--- config.mk ---
export PLATFORM = sky130hd
export DESIGN_NAME = piezo_knock_detector
export DESIGN_NICKNAME = d
export VERILOG_FILES = /design/src/hw/rtl/pkd_pkg.sv /design/src/hw/rtl/pkd_cfg_regs.sv /design/src/hw/rtl/pkd_step.sv /design/src/hw/rtl/piezo_knock_detector.sv
export SDC_FILE = /design/constraint.sdc
export NUM_CORES = 1
export LEC_CHECK = 0
export BUFFER_PORTS_ARGS = -buffer_cell sky130_fd_sc_hd__buf_2
export CELL_PAD_IN_SITES_DETAIL_PLACEMENT = 0
export CELL_PAD_IN_SITES_GLOBAL_PLACEMENT = 2
export CORE_MARGIN = 3
export CORE_UTILIZATION = 40
export DETAILED_ROUTE_END_ITERATION = 7
export GPL_TIMING_DRIVEN = 0
export PLACE_DENSITY = 0.81
export SYNTH_ARGS = -nofsm -noshare
export SYNTH_HDL_FRONTEND = slang
export SYNTH_SLANG_ARGS = --single-unit
--- constraint.sdc ---
create_clock -name clk -period 14.7 [get_ports clk]
set_input_delay 2.205 -clock clk [delete_from_list [all_inputs] [get_ports clk]]
set_output_delay 2.205 -clock clk [all_outputs]
set_load 0.005 [all_outputs]
--- src/hw/rtl/pkd_pkg.sv ---
// Shared constants, types and the running-average update for the knock detector.
// No dependencies.
`default_nettype none

package pkd_pkg;

    localparam int SAMPLE_BITS   = 10;
    localparam int FRAC_SHIFT    = 4;
    localparam int AVG_W         = 16;
    localparam int CTR_W         = AVG_W - FRAC_SHIFT;
    localparam int RPT_W         = 8;
    localparam int BAND_FLOOR_W  = 10;
    localparam int HOLD_W        = 16;
    localparam int CFG_DATA_W    = 16;
    localparam int CFG_IDX_W     = 1;
    localparam int REPORT_CENTER = 127;

    localparam logic [AVG_W-1:0] ROUND_OFS  = AVG_W'(1 << (FRAC_SHIFT - 1));
    localparam logic [RPT_W-1:0] REPORT_OFS =
        RPT_W'((1 << (SAMPLE_BITS - 1)) - REPORT_CENTER);

    localparam logic [AVG_W-1:0]        MID_AVG_RST    = AVG_W'(510);
    localparam logic [AVG_W-1:0]        HIGH_AVG_RST   = AVG_W'(520);
    localparam logic [AVG_W-1:0]        LOW_AVG_RST    = AVG_W'(500);
    localparam logic [BAND_FLOOR_W-1:0] BAND_FLOOR_RST = BAND_FLOOR_W'(16);
    localparam logic [HOLD_W-1:0]       HOLD_RST       = HOLD_W'(200);

    // Configuration register indexes
    localparam logic [CFG_IDX_W-1:0] CFG_IDX_BAND_FLOOR = CFG_IDX_W'(0);
    localparam logic [CFG_IDX_W-1:0] CFG_IDX_HOLD_COUNT = CFG_IDX_W'(1);

    typedef struct packed {
        logic [AVG_W-1:0]  mid_avg;
        logic [AVG_W-1:0]  high_avg;
        logic [AVG_W-1:0]  low_avg;
        logic [HOLD_W-1:0] hold_left;
        logic              switch_level;
    } pkd_state_t;

    typedef struct packed {
        logic             low_hit;
        logic             high_hit;
        logic             switch_on;
        logic [RPT_W-1:0] report_sample;
        logic [RPT_W-1:0] report_low;
        logic [RPT_W-1:0] report_high;
    } pkd_result_t;

    // avg + x - floor((avg - R) / 2^FRAC_SHIFT), wrapping at AVG_W bits
    function automatic logic [AVG_W-1:0] avg_update(
        input logic [SAMPLE_BITS-1:0] x,
        input logic [AVG_W-1:0]       avg
    );
        logic [AVG_W-1:0] dec;
        if (avg >= ROUND_OFS)
        begin
            dec = (avg - ROUND_OFS) >> FRAC_SHIFT;
        end
        else
        begin
            dec = '1;  // floor of a small negative is -1
        end
        return AVG_W'(x) + avg - dec;
    endfunction

endpackage

`default_nettype wire

--- src/hw/rtl/pkd_cfg_regs.sv ---
// Configuration registers: noise padding and hold countdown reload.
// Depends on pkd_pkg.
`default_nettype none

module pkd_cfg_regs
    import pkd_pkg::*;
(
    input  wire logic                    clk,
    input  wire logic                    rst_n,
    input  wire logic                    cfg_wr_en,
    input  wire logic [CFG_IDX_W-1:0]    cfg_index,
    input  wire logic [CFG_DATA_W-1:0]   cfg_wdata,
    output logic      [BAND_FLOOR_W-1:0] band_floor,
    output logic      [HOLD_W-1:0]       hold_count
);

    logic [BAND_FLOOR_W-1:0] band_floor_reg;
    logic [HOLD_W-1:0]       hold_count_reg;

    always_ff @(posedge clk or negedge rst_n)
    begin
        if (!rst_n)
        begin
            band_floor_reg <= BAND_FLOOR_RST;
            hold_count_reg <= HOLD_RST;
        end
        else if (cfg_wr_en)
        begin
            unique case (cfg_index)
                CFG_IDX_BAND_FLOOR: band_floor_reg <= cfg_wdata[BAND_FLOOR_W-1:0];
                CFG_IDX_HOLD_COUNT: hold_count_reg <= cfg_wdata[HOLD_W-1:0];
                default: ;
            endcase
        end
    end

    assign band_floor = band_floor_reg;
    assign hold_count = hold_count_reg;

endmodule

`default_nettype wire

--- src/hw/rtl/pkd_step.sv ---
// Per-sample datapath: average updates, noise band, threshold tests, hold logic.
// Depends on pkd_pkg.
`default_nettype none

module pkd_step
    import pkd_pkg::*;
(
    input  wire logic [SAMPLE_BITS-1:0]  sample,
    input  wire pkd_state_t              state_cur,
    input  wire logic [BAND_FLOOR_W-1:0] band_floor,
    input  wire logic [HOLD_W-1:0]       hold_count,
    output pkd_state_t                   state_nxt,
    output pkd_result_t                  result
);

    logic [AVG_W-1:0] mid_n;
    logic [AVG_W-1:0] high_n;
    logic [AVG_W-1:0] low_n;
    logic [CTR_W-1:0] x_c;
    logic [CTR_W-1:0] centre;
    logic [AVG_W-1:0] noise;
    logic [AVG_W-1:0] lo_diff;
    logic [AVG_W:0]   hi_sum;
    logic             lo;
    logic             hi;

    always_comb
    begin
        x_c    = CTR_W'(sample);
        mid_n  = avg_update(sample, state_cur.mid_avg);
        centre = mid_n[AVG_W-1:FRAC_SHIFT];
        high_n = (x_c > centre) ? avg_update(sample, state_cur.high_avg)
                                : state_cur.high_avg;
        low_n  = (x_c < centre) ? avg_update(sample, state_cur.low_avg)
                                : state_cur.low_avg;
        noise  = high_n - low_n + AVG_W'(band_floor);

        // lower bound is signed: no low hit possible when mid is below the band
        lo_diff = mid_n - noise;
        hi_sum  = {1'b0, mid_n} + {1'b0, noise};
        lo      = (mid_n >= noise) && (x_c < lo_diff[AVG_W-1:FRAC_SHIFT]);
        hi      = !lo && ({1'b0, x_c} > hi_sum[AVG_W:FRAC_SHIFT]);

        state_nxt.mid_avg  = mid_n;
        state_nxt.high_avg = high_n;
        state_nxt.low_avg  = low_n;
        if (lo || hi)
        begin
            state_nxt.switch_level = 1'b1;
            state_nxt.hold_left    = hold_count;
        end
        else if (state_cur.hold_left != '0)
        begin
            state_nxt.switch_level = state_cur.switch_level;
            state_nxt.hold_left    = state_cur.hold_left - HOLD_W'(1);
        end
        else
        begin
            state_nxt.switch_level = 1'b0;
            state_nxt.hold_left    = state_cur.hold_left;
        end

        result.low_hit       = lo;
        result.high_hit      = hi;
        result.switch_on     = state_nxt.switch_level;
        result.report_sample = sample[RPT_W-1:0] - REPORT_OFS;
        result.report_low    = low_n[FRAC_SHIFT +: RPT_W] - REPORT_OFS;
        result.report_high   = high_n[FRAC_SHIFT +: RPT_W] - REPORT_OFS;
    end

endmodule

`default_nettype wire

--- src/hw/rtl/piezo_knock_detector.sv ---
// A request accepted into the input register moves into the result register once the
// output is free. Throughput: one request per cycle while out_ready does not stall.
// The input register takes one more request while a result waits on out_ready.
// Reset (async, active low) empties both stages, loads averages 510/520/500,
// clears the hold countdown and switch, and sets band_floor 16, hold_count 200.
`default_nettype none

module piezo_knock_detector
    import pkd_pkg::*;
(
    input  wire logic                   clk,
    input  wire logic                   rst_n,
    input  wire logic                   cfg_wr_en,
    input  wire logic [CFG_IDX_W-1:0]   cfg_index,
    input  wire logic [CFG_DATA_W-1:0]  cfg_wdata,
    input  wire logic                   in_valid,
    output logic                        in_ready,
    input  wire logic [SAMPLE_BITS-1:0] sample,
    output logic                        out_valid,
    input  wire logic                   out_ready,
    output logic                        low_hit,
    output logic                        high_hit,
    output logic                        switch_on,
    output logic      [RPT_W-1:0]       report_sample,
    output logic      [RPT_W-1:0]       report_low,
    output logic      [RPT_W-1:0]       report_high
);

    logic [BAND_FLOOR_W-1:0] band_floor;
    logic [HOLD_W-1:0]       hold_count;

    logic                   s1_valid_reg;
    logic [SAMPLE_BITS-1:0] s1_sample_reg;
    logic                   out_valid_reg;
    pkd_result_t            result_reg;
    pkd_result_t            result_next;
    pkd_state_t             state_reg;
    pkd_state_t             state_next;
    logic                   out_free;
    logic                   s1_move;

    pkd_cfg_regs u_cfg (
        .clk        (clk),
        .rst_n      (rst_n),
        .cfg_wr_en  (cfg_wr_en),
        .cfg_index  (cfg_index),
        .cfg_wdata  (cfg_wdata),
        .band_floor (band_floor),
        .hold_count (hold_count)
    );

    pkd_step u_step (
        .sample     (s1_sample_reg),
        .state_cur  (state_reg),
        .band_floor (band_floor),
        .hold_count (hold_count),
        .state_nxt  (state_next),
        .result     (result_next)
    );

    assign out_free = !out_valid_reg || out_ready;
    assign s1_move  = s1_valid_reg && out_free;
    assign in_ready = !s1_valid_reg || out_free;

    always_ff @(posedge clk or negedge rst_n)
    begin
        if (!rst_n)
        begin
            s1_valid_reg  <= 1'b0;
            out_valid_reg <= 1'b0;
            state_reg     <= '{mid_avg:      MID_AVG_RST,
                               high_avg:     HIGH_AVG_RST,
                               low_avg:      LOW_AVG_RST,
                               hold_left:    '0,
                               switch_level: 1'b0};
        end
        else
        begin
            if (in_ready)
            begin
                s1_valid_reg <= in_valid;
            end
            if (out_free)
            begin
                out_valid_reg <= s1_valid_reg;
            end
            if (s1_move)
            begin
                state_reg <= state_next;
            end
        end
    end

    // payload registers, no reset
    always_ff @(posedge clk)
    begin
        if (in_valid && in_ready)
        begin
            s1_sample_reg <= sample;
        end
        if (s1_move)
        begin
            result_reg <= result_next;
        end
    end

    assign out_valid     = out_valid_reg;
    assign low_hit       = result_reg.low_hit;
    assign high_hit      = result_reg.high_hit;
    assign switch_on     = result_reg.switch_on;
    assign report_sample = result_reg.report_sample;
    assign report_low    = result_reg.report_low;
    assign report_high   = result_reg.report_high;

endmodule

`default_nettype wire

# Yosys cells after proc, flatten, opt, wreduce, memory -nomap -nowiden
# Cells that the tools add are included.
# word_totals
register_bits,130
elab_cells,64
# op_classes
n_addsub,17
n_lt_le_gt_ge,8
mux,7
n_bitwise,1
reduce_logical,15
# op_table
op,count
2-to-1 mux 16 bit,5
subtractor 16 bit,5
adder 10 x 16 -> 16 bit,3
"greater-or-equal comparator 16 x 4 -> 1 bit, second input constant",3
"subtractor 16 x 4 -> 16 bit, second input constant",3
2-to-1 mux 17 bit,2
less-than comparator 10 x 12 -> 1 bit,2
"subtractor 8 bit, second input constant",3
adder 16 x 16 -> 17 bit,1
adder 16 x 10 -> 16 bit,1
greater-or-equal comparator 16 bit,1
nonzero test 16 bit,1
"subtractor 16 x 1 -> 16 bit, second input constant",1
greater-than comparator 10 x 13 -> 1 bit,1
greater-than comparator 10 x 12 -> 1 bit,1
AND reduction 2 bit,3
logical AND 1 bit,4
zero test 1 bit,3
logical OR 1 bit,3
nonzero test 2 bit,1
NOT 1 bit,1

# Logic depth before layout (Yosys ltp)
# Gate-level depths: netlist of run 1.
# depth
word_depth,15
depth_mapped,63

# Hierarchy
# From an unflattened synthesis of run 1, not the netlist that was laid out.
# hier_totals
hier_cells,1255
hier_area_um2,12622.1
# modules_own_cells
mod,instances,cells_per_inst,area_per_inst_um2,seq_area_each_um2
pkd_step,1,1016,7731.2,0.0
piezo_knock_detector,1,183,3832.4,2807.7
pkd_cfg_regs,1,56,1058.5,655.6

# Least setup slack after synthesis of run 1
# OpenSTA, ideal clock, no wires.
# synth_path
path_type,flip-flop to flip-flop
start,register state_reg[56] (netlist name)
end,register state_reg[5] (netlist name)
setup_ps,126
arrival_time_ps,11136
required_time_ps,14574
slack_ps,3437
path_stages_with_launch,57
path_buffers,5
synth_period_minus_slack_ps,11263
path_cell_list,dfstp_2 -> or4_4 -> nor3_2 -> nand2_1 -> or3_1 -> nor3_1 -> nor2_1 -> fa_1 -> fa_1 -> a211oi_1 -> o21bai_1 -> a21o_1 -> a21o_1 -> a21oi_1 -> xor2_1 -> ha_1 -> nand2_1 -> nor3_1 -> [21 not listed] -> a21oi_1 -> nor2b_1 -> a211oi_1 -> nor2_1 -> o21ai_0 -> nand2b_1 -> a21oi_1 -> xnor2_1 -> ha_1 -> nand4_1 -> nor3_1 -> nor3_1 -> o211ai_1 -> a41o_1 -> o21ai_1 -> clkbuf_1 -> o21ai_0 -> a221o_1
# synth_via
elab_chain_len,15
word_cells_on_any_way,23
classes_between,add/sub (7); order compare (6); mux (4); reduce/logical (6)
# synth_lines
element,line,rtl
start: declaration,piezo_knock_detector.sv:37,pkd_state_t state_reg;
start signal: assignment,piezo_knock_detector.sv:71,"state_reg <= '{mid_avg: MID_AVG_RST,"
start signal: assignment,piezo_knock_detector.sv:89,state_reg <= state_next;
subtractor 16 x 4 -> 16 bit / greater-or-equal comparator 16 x 4 -> 1 bit (equally long branches),"pkd_pkg.sv:57, pkd_pkg.sv:55",
2-to-1 mux 16 bit,pkd_pkg.sv:55,if (avg >= ROUND_OFS)
subtractor 16 bit (*),pkd_pkg.sv:63,return AVG_W'(x) + avg - dec;
greater-than comparator 10 x 12 -> 1 bit / less-than comparator 10 x 12 -> 1 bit (equally long branches),"pkd_step.sv:32, pkd_step.sv:34",
2-to-1 mux 16 bit (on tied branches),"pkd_step.sv:32, pkd_step.sv:34",
subtractor 16 bit,pkd_step.sv:36,noise = high_n - low_n + AVG_W'(band_floor);
adder 16 x 10 -> 16 bit,pkd_step.sv:36,
subtractor 16 bit,pkd_step.sv:39,lo_diff = mid_n - noise;
less-than comparator 10 x 12 -> 1 bit,pkd_step.sv:41,lo = (mid_n >= noise) && (x_c < lo_diff[AVG_W-1:FRAC_SHIFT]);
logical AND 1 bit,pkd_step.sv:41,
zero test 1 bit,pkd_step.sv:42,"hi = !lo && ({1'b0, x_c} > hi_sum[AVG_W:FRAC_SHIFT]);"
logical AND 1 bit,pkd_step.sv:42,
logical OR 1 bit (*),pkd_step.sv:47,if (lo || hi)
nonzero test 2 bit (no source line),-,
AND reduction 2 bit (no source line),-,
# Mark *: on every way between the ends. The rest lies on a longest branch, timed or not.
# A chain may end at the register's enable or synchronous reset.

# Worst setup path in the final report of run 1
# layout_path
start,register state_reg[56] (netlist name)
end,register state_reg[7] (netlist name)
# Same word-level chain as after synthesis.

==> metrics, run 1 <==
Post-synth EDFFs 37; Critical Path Slowest Stage Cell or4_4; outcome finished clean; critical path class flop to flop; Crit. path cell count 60; GRT Total Usage 22.3%; Crit. End Element flop; Syn Std Cell Area 0.0122 mm2; Tcrit/Tclk final 92.5%; RD Place Congestion 0.833; worst path bufs/invs 7; CTS tree yes; Hold Crit Endpoint u_cfg.band_floor[4]; share of post-route cells with drive strength above 1 11.8%; synthesized area per cell 8.95 um2; Die X 181 um; fin nets 1669; Synth top area share 15.3%; drt pass-1 iters 5; Detailed Place HPWL 28.0 mm; DR WL/cell 19.6 um; Slew HR 35.0%; largest cells by area after synthesis ha_1 15%, dfrtp_1 15%, edfxtp_1 9.1%; vias in the first global route 9894; GRT overflow 0; Synth area leader ha_1; largest net degree at the start of global routing 58; RSZ-0062 raised after global routing no; Yosys Warn Count 0; port bufs 60; Finish-stage setup viols 0; Layout fillers 2972; async set-reset flop share out of synthesis 71.5%; WP data required 15030 ps; CTS sink count 130; Synth Instances 1366; row cnt 63; hold buffers post-CTS 0; Die ar. 0.0327 mm2; Hold Fails Final Rpt 0; Hold WC Path Type flop to flop; setup TNS 0 ps; Top-Level Pins 61; max-cap violations 0; WHS Path Cells 2; Starting Density 40.9%; Synth Register Bits 130; Worst-Margin Slew 975 ps; initial antenna violation count 0; max FFs per register 65; Reg2Reg Depth 60; PostCTS Resize Cnt 0; crit path max fanout 10; max-slew violations 0; crit path DAT 13920 ps; Area growth syn-to-layout 11.7%; CTS H-tree depth 4; r2r startpoint state_reg[56]; clock buffer depth 2; post-DR vias/cell 5.50; max incr delay on CP 570 ps; min cycle time layout 13590 ps; DRC 0; 1st-iter DRT viols 564; f_max 73.6 MHz; Final ANT Viol Nets 0; detailed-route via count 10200; Clock Tree Root clkbuf_16; clock latency on the worst-skew pair 440 ps; most frequently used flop master after synthesis dfrtp_1; clk_skew 13.1 ps; hold_sp u_cfg.band_floor[4]; core area 0.0299 mm2; Worst R2R Setup Slack 1110 ps; n_diodes 0; crit path launch type flop; first-pass GRT wire length 56.6 mm; Yosys cell types 82; Post-Route WL 36.3 mm; Post-CTS Setup Inserts 0; Reg2Reg Capture Point state_reg[7]; TritonCTS Buffers 17; cell family with most CP delay compound AO/OA/AOI/OAI gates; Die H 181 um; sequential cell area fraction in the yosys report 28.3%; Clock transition at path regs 70 ps; Syn Nets 1588
worst max-delay path by stage:
| stage | start | end | slack (ps) |
|---|---|---|---|
| 2_1_floorplan | state_reg[56] | state_reg[5] | 3440 |
| 3_3_place_gp | state_reg[56] | state_reg[4] | 1150 |
| 3_5_place_dp | state_reg[56] | state_reg[4] | 1130 |
| 4_1_cts | state_reg[56] | state_reg[4] | 1030 |
| 5_1_grt | state_reg[56] | state_reg[4] | 3 |
| 6_report | state_reg[56] | state_reg[7] | 1110 |
cells in the final DEF (no fill, tap or decap), types with 7 or more instances in the layout:
| cell type | netlist | final |
|---|---|---|
| a221o_1 | 9 | 9 |
| mux2_2 | 23 | 23 |
| nand4_1 | 8 | 8 |
| nor3_1 | 55 | 55 |
| o21ai_0 | 84 | 84 |
| clkbuf_1 | 26 | 25 |
| inv_6 | 0 | 7 |
| xnor2_1 | 69 | 69 |
| nor2b_1 | 15 | 15 |
| xor2_1 | 39 | 39 |
| nand2b_1 | 28 | 28 |
| nor2_1 | 105 | 105 |
| o21a_1 | 13 | 13 |
| a21oi_1 | 68 | 68 |
| nand3_1 | 23 | 23 |
| dfstp_2 | 20 | 20 |
| buf_2 | 6 | 65 |
| inv_1 | 105 | 105 |
| clkbuf_16 | 0 | 18 |
| nor4_1 | 13 | 13 |
| edfxtp_1 | 37 | 37 |
| or3_1 | 18 | 18 |
| o21ai_1 | 12 | 12 |
| dfrtp_1 | 73 | 73 |
| ha_1 | 150 | 150 |
| o21bai_1 | 9 | 9 |
| mux2i_1 | 20 | 20 |
| a21o_1 | 18 | 18 |
| a211oi_1 | 14 | 14 |
| nand2_1 | 145 | 145 |
| fa_1 | 40 | 40 |
final cells by class:
type	instances	area (um2)	area share, %
clock buffers	18	450	3.30
multi-input cells	1090	8190	60.0
plain buffers	37	166	1.22
flip-flops and latches	130	3460	25.4
well taps	390	488	3.57
inverters	109	409	3.00
repair buffers	62	358	2.62
clock inverters	14	128	0.934
kinds of logic (layout without fill, tap and decap cells):
group | count (synthesis) | after routing | synth area share (%)
muxes | 45 | 45 | 3.96
and+or+nand+nor | 457 | 457 | 18.1
adders and majority gates | 190 | 190 | 21.9
xor gates and xnor gates | 109 | 109 | 7.92
buffers and inverters | 146 | 240 | 4.70
AOI/OAI and AO/OA | 289 | 289 | 15.2
DFF | 130 | 130 | 28.3
worst register-to-register path: cells and delay by family (launching register included):
kind	cells	cell delay, ps
flops	1	410
buf+inv	7	1520
simple gates	18	3240
compound gates	25	5180
xor+xnor	2	480
fa+ha+maj	8	2670
layer usage:
metal,vias up,global-route usage [%],part of all wire (%),wire length (um)
met5,-,0,0,0
met4,0,6.29,2.4,876
met3,46,3.68,4.1,1490
met2,233,35.7,45,16500
met1,4884,31.2,48,17500
li1,5003,-,-,-
synth_stat cells (all sizes together), types with 13 or more instances:
cell type	instances
a211oi	15
a21o	18
a21oi	70
clkbuf	26
dfrtp	73
dfstp	20
edfxtp	37
fa	40
ha	150
inv	109
mux2	24
mux2i	21
nand2	145
nand2b	28
nand3	24
nor2	105
nor2b	15
nor3	57
nor4	13
o21a	13
o21ai	96
or3	18
xnor2	69
xor2	39
metrics by stage:
stage	cell area (um2)	std cells	worst slack [ps]	util [%]	hold slack, ps
floorplan	12200	1366	3440	-	451
detailed placement	13100	1818	1130	43.8	470
global route	13700	1850	2.92	45.7	503
finish	13700	1850	1110	45.7	475
global placement	13000	1816	1150	43.6	469
CTS	13700	1850	1030	45.7	479
Power of run 1 is not shown: default switching activity piles up to over one toggle a cycle in this logic, so the estimate is an artifact.
==> inputs of run 2 (changes only) <==
- ABC_CLOCK_PERIOD_IN_PS: default -> 14700
- PLACE_DENSITY: 0.81 -> default
- PLACE_DENSITY_LB_ADDON: default -> 0.1
==> run 2 against run 1 <==
Effect of this change: clock skew rose by 2.2 ps; via count fell by 1.7%; highest routed layer unchanged; global-route usage rose by 0.43 points; first-iteration DRC count fell by 5.5%; count of clock-buffer cells in the layout did not move; maximum frequency barely moved; register-to-register slack barely moved; die area did not move; critical path type unchanged; worst setup slack got worse by 4.7 ps; flip-flop and latch count did not move.
==> metrics, run 2 (synthesis gave the netlist of run 1 again) <==
CTS sink count 130; vias in the first global route 9960; Worst R2R Setup Slack 1100 ps; WHS Path Cells 2; core area 0.0299 mm2; r2r startpoint state_reg[56]; Die H 181 um; Slew HR 30.5%; WP data required 15010 ps; Die ar. 0.0327 mm2; Hold WC Path Type flop to flop; commonest non-fill, non-tap cell in the layout ha_1; setup TNS 0 ps; DR WL/cell 19.9 um; detailed-route via count 9996; clock buffer depth 2; Tcrit/Tclk final 92.5%; row cnt 63; Reg2Reg Capture Point state_reg[4]; hold buffers post-CTS 0; crit path launch type flop; Finish-stage setup viols 0; 1st-iter DRT viols 533; fin nets 1669; first-pass GRT wire length 57.7 mm; Layout fillers 3000; crit path to state_reg[4]; Reg2Reg Depth 62; Starting Density 40.9%; GRT Total Usage 22.7%; Worst-Margin Slew 1040 ps; CP most frequent cell ha_1; outcome finished clean; CTS H-tree depth 4; RD Place Congestion 0.846; max incr delay on CP 570 ps; PostCTS Resize Cnt 0; post-DR vias/cell 5.40; largest net degree at the start of global routing 51; Final ANT Viol Nets 0; Clock Tree Root clkbuf_16; worst path bufs/invs 9; n_diodes 0; Crit. End Element flop; Area growth syn-to-layout 11.5%; max FFs per register 65; f_max 73.6 MHz; crit path DAT 13910 ps; Register Area 0.00346 mm2; cell family with most CP delay compound AO/OA/AOI/OAI gates; crit path max fanout 10; Crit. path cell count 62; TritonCTS Buffers 17; share of post-route cells with drive strength above 1 11.8%; min cycle time layout 13600 ps; max-cap violations 0; Die X 181 um; final std cells w/o fill 1850; Hold Fails Final Rpt 0; multi-input logic area 0.00819 mm2; GRT overflow 0; max-slew violations 0; hold slack 476 ps; drt pass-1 iters 4; # placed instances 1818; critical path class flop to flop; CTS tree yes; Detailed Place HPWL 28.5 mm; most frequent cells in the layout 150 x ha_1, 145 x nand2_1, 105 x nor2_1, 105 x inv_1, 84 x o21ai_0; Post-Route WL 36.8 mm; DRC 0; Post-CTS Setup Inserts 0; RSZ-0062 raised after global routing no; Top-Level Pins 61; Critical Path Slowest Stage Cell or4_4; clk_skew 15.2 ps; launch point of the worst path state_reg[56]; Clock transition at path regs 70 ps; initial antenna violation count 0; port bufs 60; clock latency on the worst-skew pair 440 ps
[run 2: area by class of cell]
class | instances | share of cell area (%)
inverters | 109 | 3.00
well taps | 390 | 3.58
flip-flops and latches | 130 | 25.4
clock inverters | 14 | 0.945
repair buffers | 62 | 2.57
clock buffers | 18 | 3.22
multi-input cells | 1090 | 60.1
plain buffers | 37 | 1.22
[run 2: worst min path at each step]
| stage | slack [ps] | endpoint | from |
|---|---|---|---|
| 2_1_floorplan | 450 | state_reg[50] | state_reg[50] |
| 3_3_place_gp | 460 | state_reg[50] | state_reg[50] |
| 3_5_place_dp | 470 | state_reg[50] | state_reg[50] |
| 4_1_cts | 480 | state_reg[50] | state_reg[50] |
| 5_1_grt | 490 | u_cfg.band_floor[4] | u_cfg.band_floor[4] |
| 6_report | 480 | state_reg[50] | state_reg[50] |
[run 2: through the flow]
| stage | instance area (um2) | setup slack (ps) | utilization, % |
|---|---|---|---|
| floorplan | 12200 | 3440 | - |
| global placement | 13000 | 1180 | 43.6 |
| detailed placement | 13100 | 1160 | 43.8 |
| CTS | 13600 | 1120 | 45.7 |
| global route | 13600 | 73.9 | 45.7 |
| finish | 13600 | 1100 | 45.7 |
[run 2: routing by layer]
metal | global-route usage (%) | vias up | share of wire (%)
li1 | - | 4992 | -
met1 | 32.5 | 4819 | 50
met2 | 36.7 | 153 | 46
met3 | 3.22 | 32 | 3.0
met4 | 4.88 | 0 | 1.5
met5 | 0 | - | 0
[run 2: worst min-delay path, stage by stage, from the launching register on]
cell and delay, ps:
dfstp_2 380, nand2_1 50, nand2_1 50
Power of run 2 is left out for the same reason.
==> inputs of run 3 (changes only) <==
- CORE_UTILIZATION: 40 -> 41
- CTS_BUF_LIST: default -> sky130_fd_sc_hd__clkbuf_8
==> run 3 against run 2 <==
Effect of this change: non-clock buffer count unchanged; worst setup slack gained 360 ps; count of clock-buffer cells in the layout fell by 1; flip-flop and latch count unchanged; critical path depth decreased by 2; sequential share of layout area increased by 0.32 points; first-iteration DRC count fell by 4.9%.
==> metrics, run 3 (synthesis gave the netlist of run 1 again) <==
outcome finished clean; detailed-route via count 9966; clock latency on the worst-skew pair 470 ps; core area 0.0291 mm2; WHS Path Cells 2; Slew HR 26.4%; Post-Route WL 36.3 mm; Detailed Place HPWL 28.2 mm; max incr delay on CP 560 ps; Area growth syn-to-layout 10.1%; max-cap violations 0; port bufs 60; CTS tree yes; most frequent cells in the layout 150 x ha_1, 145 x nand2_1, 105 x nor2_1, 105 x inv_1, 84 x o21ai_0; critical path class flop to flop; Clock Tree Root clkbuf_8; setup TNS 0 ps; RSZ-0062 raised after global routing no; post-DR vias/cell 5.40; hold_sp u_cfg.band_floor[4]; CTS sink count 130; Crit. End Element flop; CP most frequent cell ha_1; first-pass GRT wire length 57.3 mm; final std cells w/o fill 1844; Reg2Reg Capture Point state_reg[9]; GRT overflow 0; share of post-route cells with drive strength above 1 11.9%; Hold Crit Endpoint u_cfg.band_floor[4]; crit path DAT 13590 ps; Reg2Reg Depth 60; max-slew violations 0; Critical Path Slowest Stage Cell or4_4; r2r startpoint state_reg[56]; Worst-Margin Slew 1100 ps; CTS H-tree depth 4; Die ar. 0.0319 mm2; n_diodes 0; Tcrit/Tclk final 90.1%; f_max 75.5 MHz; Die H 179 um; max FFs per register 65; Final ANT Viol Nets 0; # placed instances 1812; crit path max fanout 10; crit path launch type flop; TritonCTS Buffers 17; Hold Fails Final Rpt 0; Hold WC Path Type flop to flop; Top-Level Pins 61; commonest non-fill, non-tap cell in the layout ha_1; Starting Density 42.0%; initial antenna violation count 0; vias in the first global route 9925; row cnt 62; RD Place Congestion 0.867; fin nets 1669; hold buffers post-CTS 0; clk_skew 27.3 ps; clock buffer depth 2; Finish-stage setup viols 0; WP data required 15050 ps; DRC 0; Die X 179 um; Worst R2R Setup Slack 1460 ps; drt pass-1 iters 5; 1st-iter DRT viols 507; DR WL/cell 19.7 um; Clock transition at path regs 100 ps; GRT Total Usage 23.7%; largest net degree at the start of global routing 51; min cycle time layout 13240 ps
==> run 3: changes by cell type in the layout (fill, tap and decap cells not counted), moves of 2 or more <==
| cell | previous run | this run |
|---|---|---|
| clkbuf_16 | 17 | 0 |
| clkbuf_8 | 1 | 17 |
| clkinvlp_4 | 5 | 1 |
| inv_8 | 0 | 3 |
| clkinv_4 | 1 | 3 |
| inv_6 | 5 | 7 |
==> run 3: critical path: cells and delay by family, from the launching register on <==
kind,cells,cell delay [ps]
simple gates,19,3320
fa+ha+maj,8,2680
buf+inv,7,1300
compound gates,24,4980
flops,1,420
xor+xnor,2,420
==> run 3: stage by stage <==
step	cell area, um2	hold slack, ps	setup WS (ps)	utilization (%)
after floorplan	12200	451	3440	-
after global placement	13000	464	1190	44.7
after detailed placement	13100	469	1260	44.9
after CTS	13500	483	1180	46.3
after global routing	13500	503	216	46.3
final	13500	481	1460	46.3
==> run 3: timing repair <==
item                                    4_1_cts  5_1_grt
endpoints found under the setup margin        0        6
setup buffers                                 0        0
resized for setup                             0        1
==> run 3: cell type report <==
type                            count  area (um2)
Clock buffer                       17         234
Buffer                             37         166
Timing Repair Buffer               62         358
Sequential cell                   130        3460
Inverter                          109         409
Clock inverter                     15         159
Multi-Input combinational cell   1090        8200
Tap cell                          384         480
Fill cell                        2941       15600
==> run 3: layer usage <==
metal / track usage, % / wire [um]
met1: 33.9 / 17900
met2: 37.8 / 16400
met5: 0 / 0
met4: 5.81 / 714
met3: 3.20 / 1310
==> run 3: how the worst max path moves through the flow <==
stage,startpoint,end,slack [ps],cells past startpoint
after floorplan,state_reg[56],state_reg[5],3440,56
after detailed placement,state_reg[56],state_reg[9],1260,60
after global routing,state_reg[56],state_reg[3],220,59
final,state_reg[56],state_reg[9],1460,60
after global placement,state_reg[56],state_reg[5],1190,60
after CTS,state_reg[56],state_reg[5],1180,60
Power of run 3 is left out for the same reason.
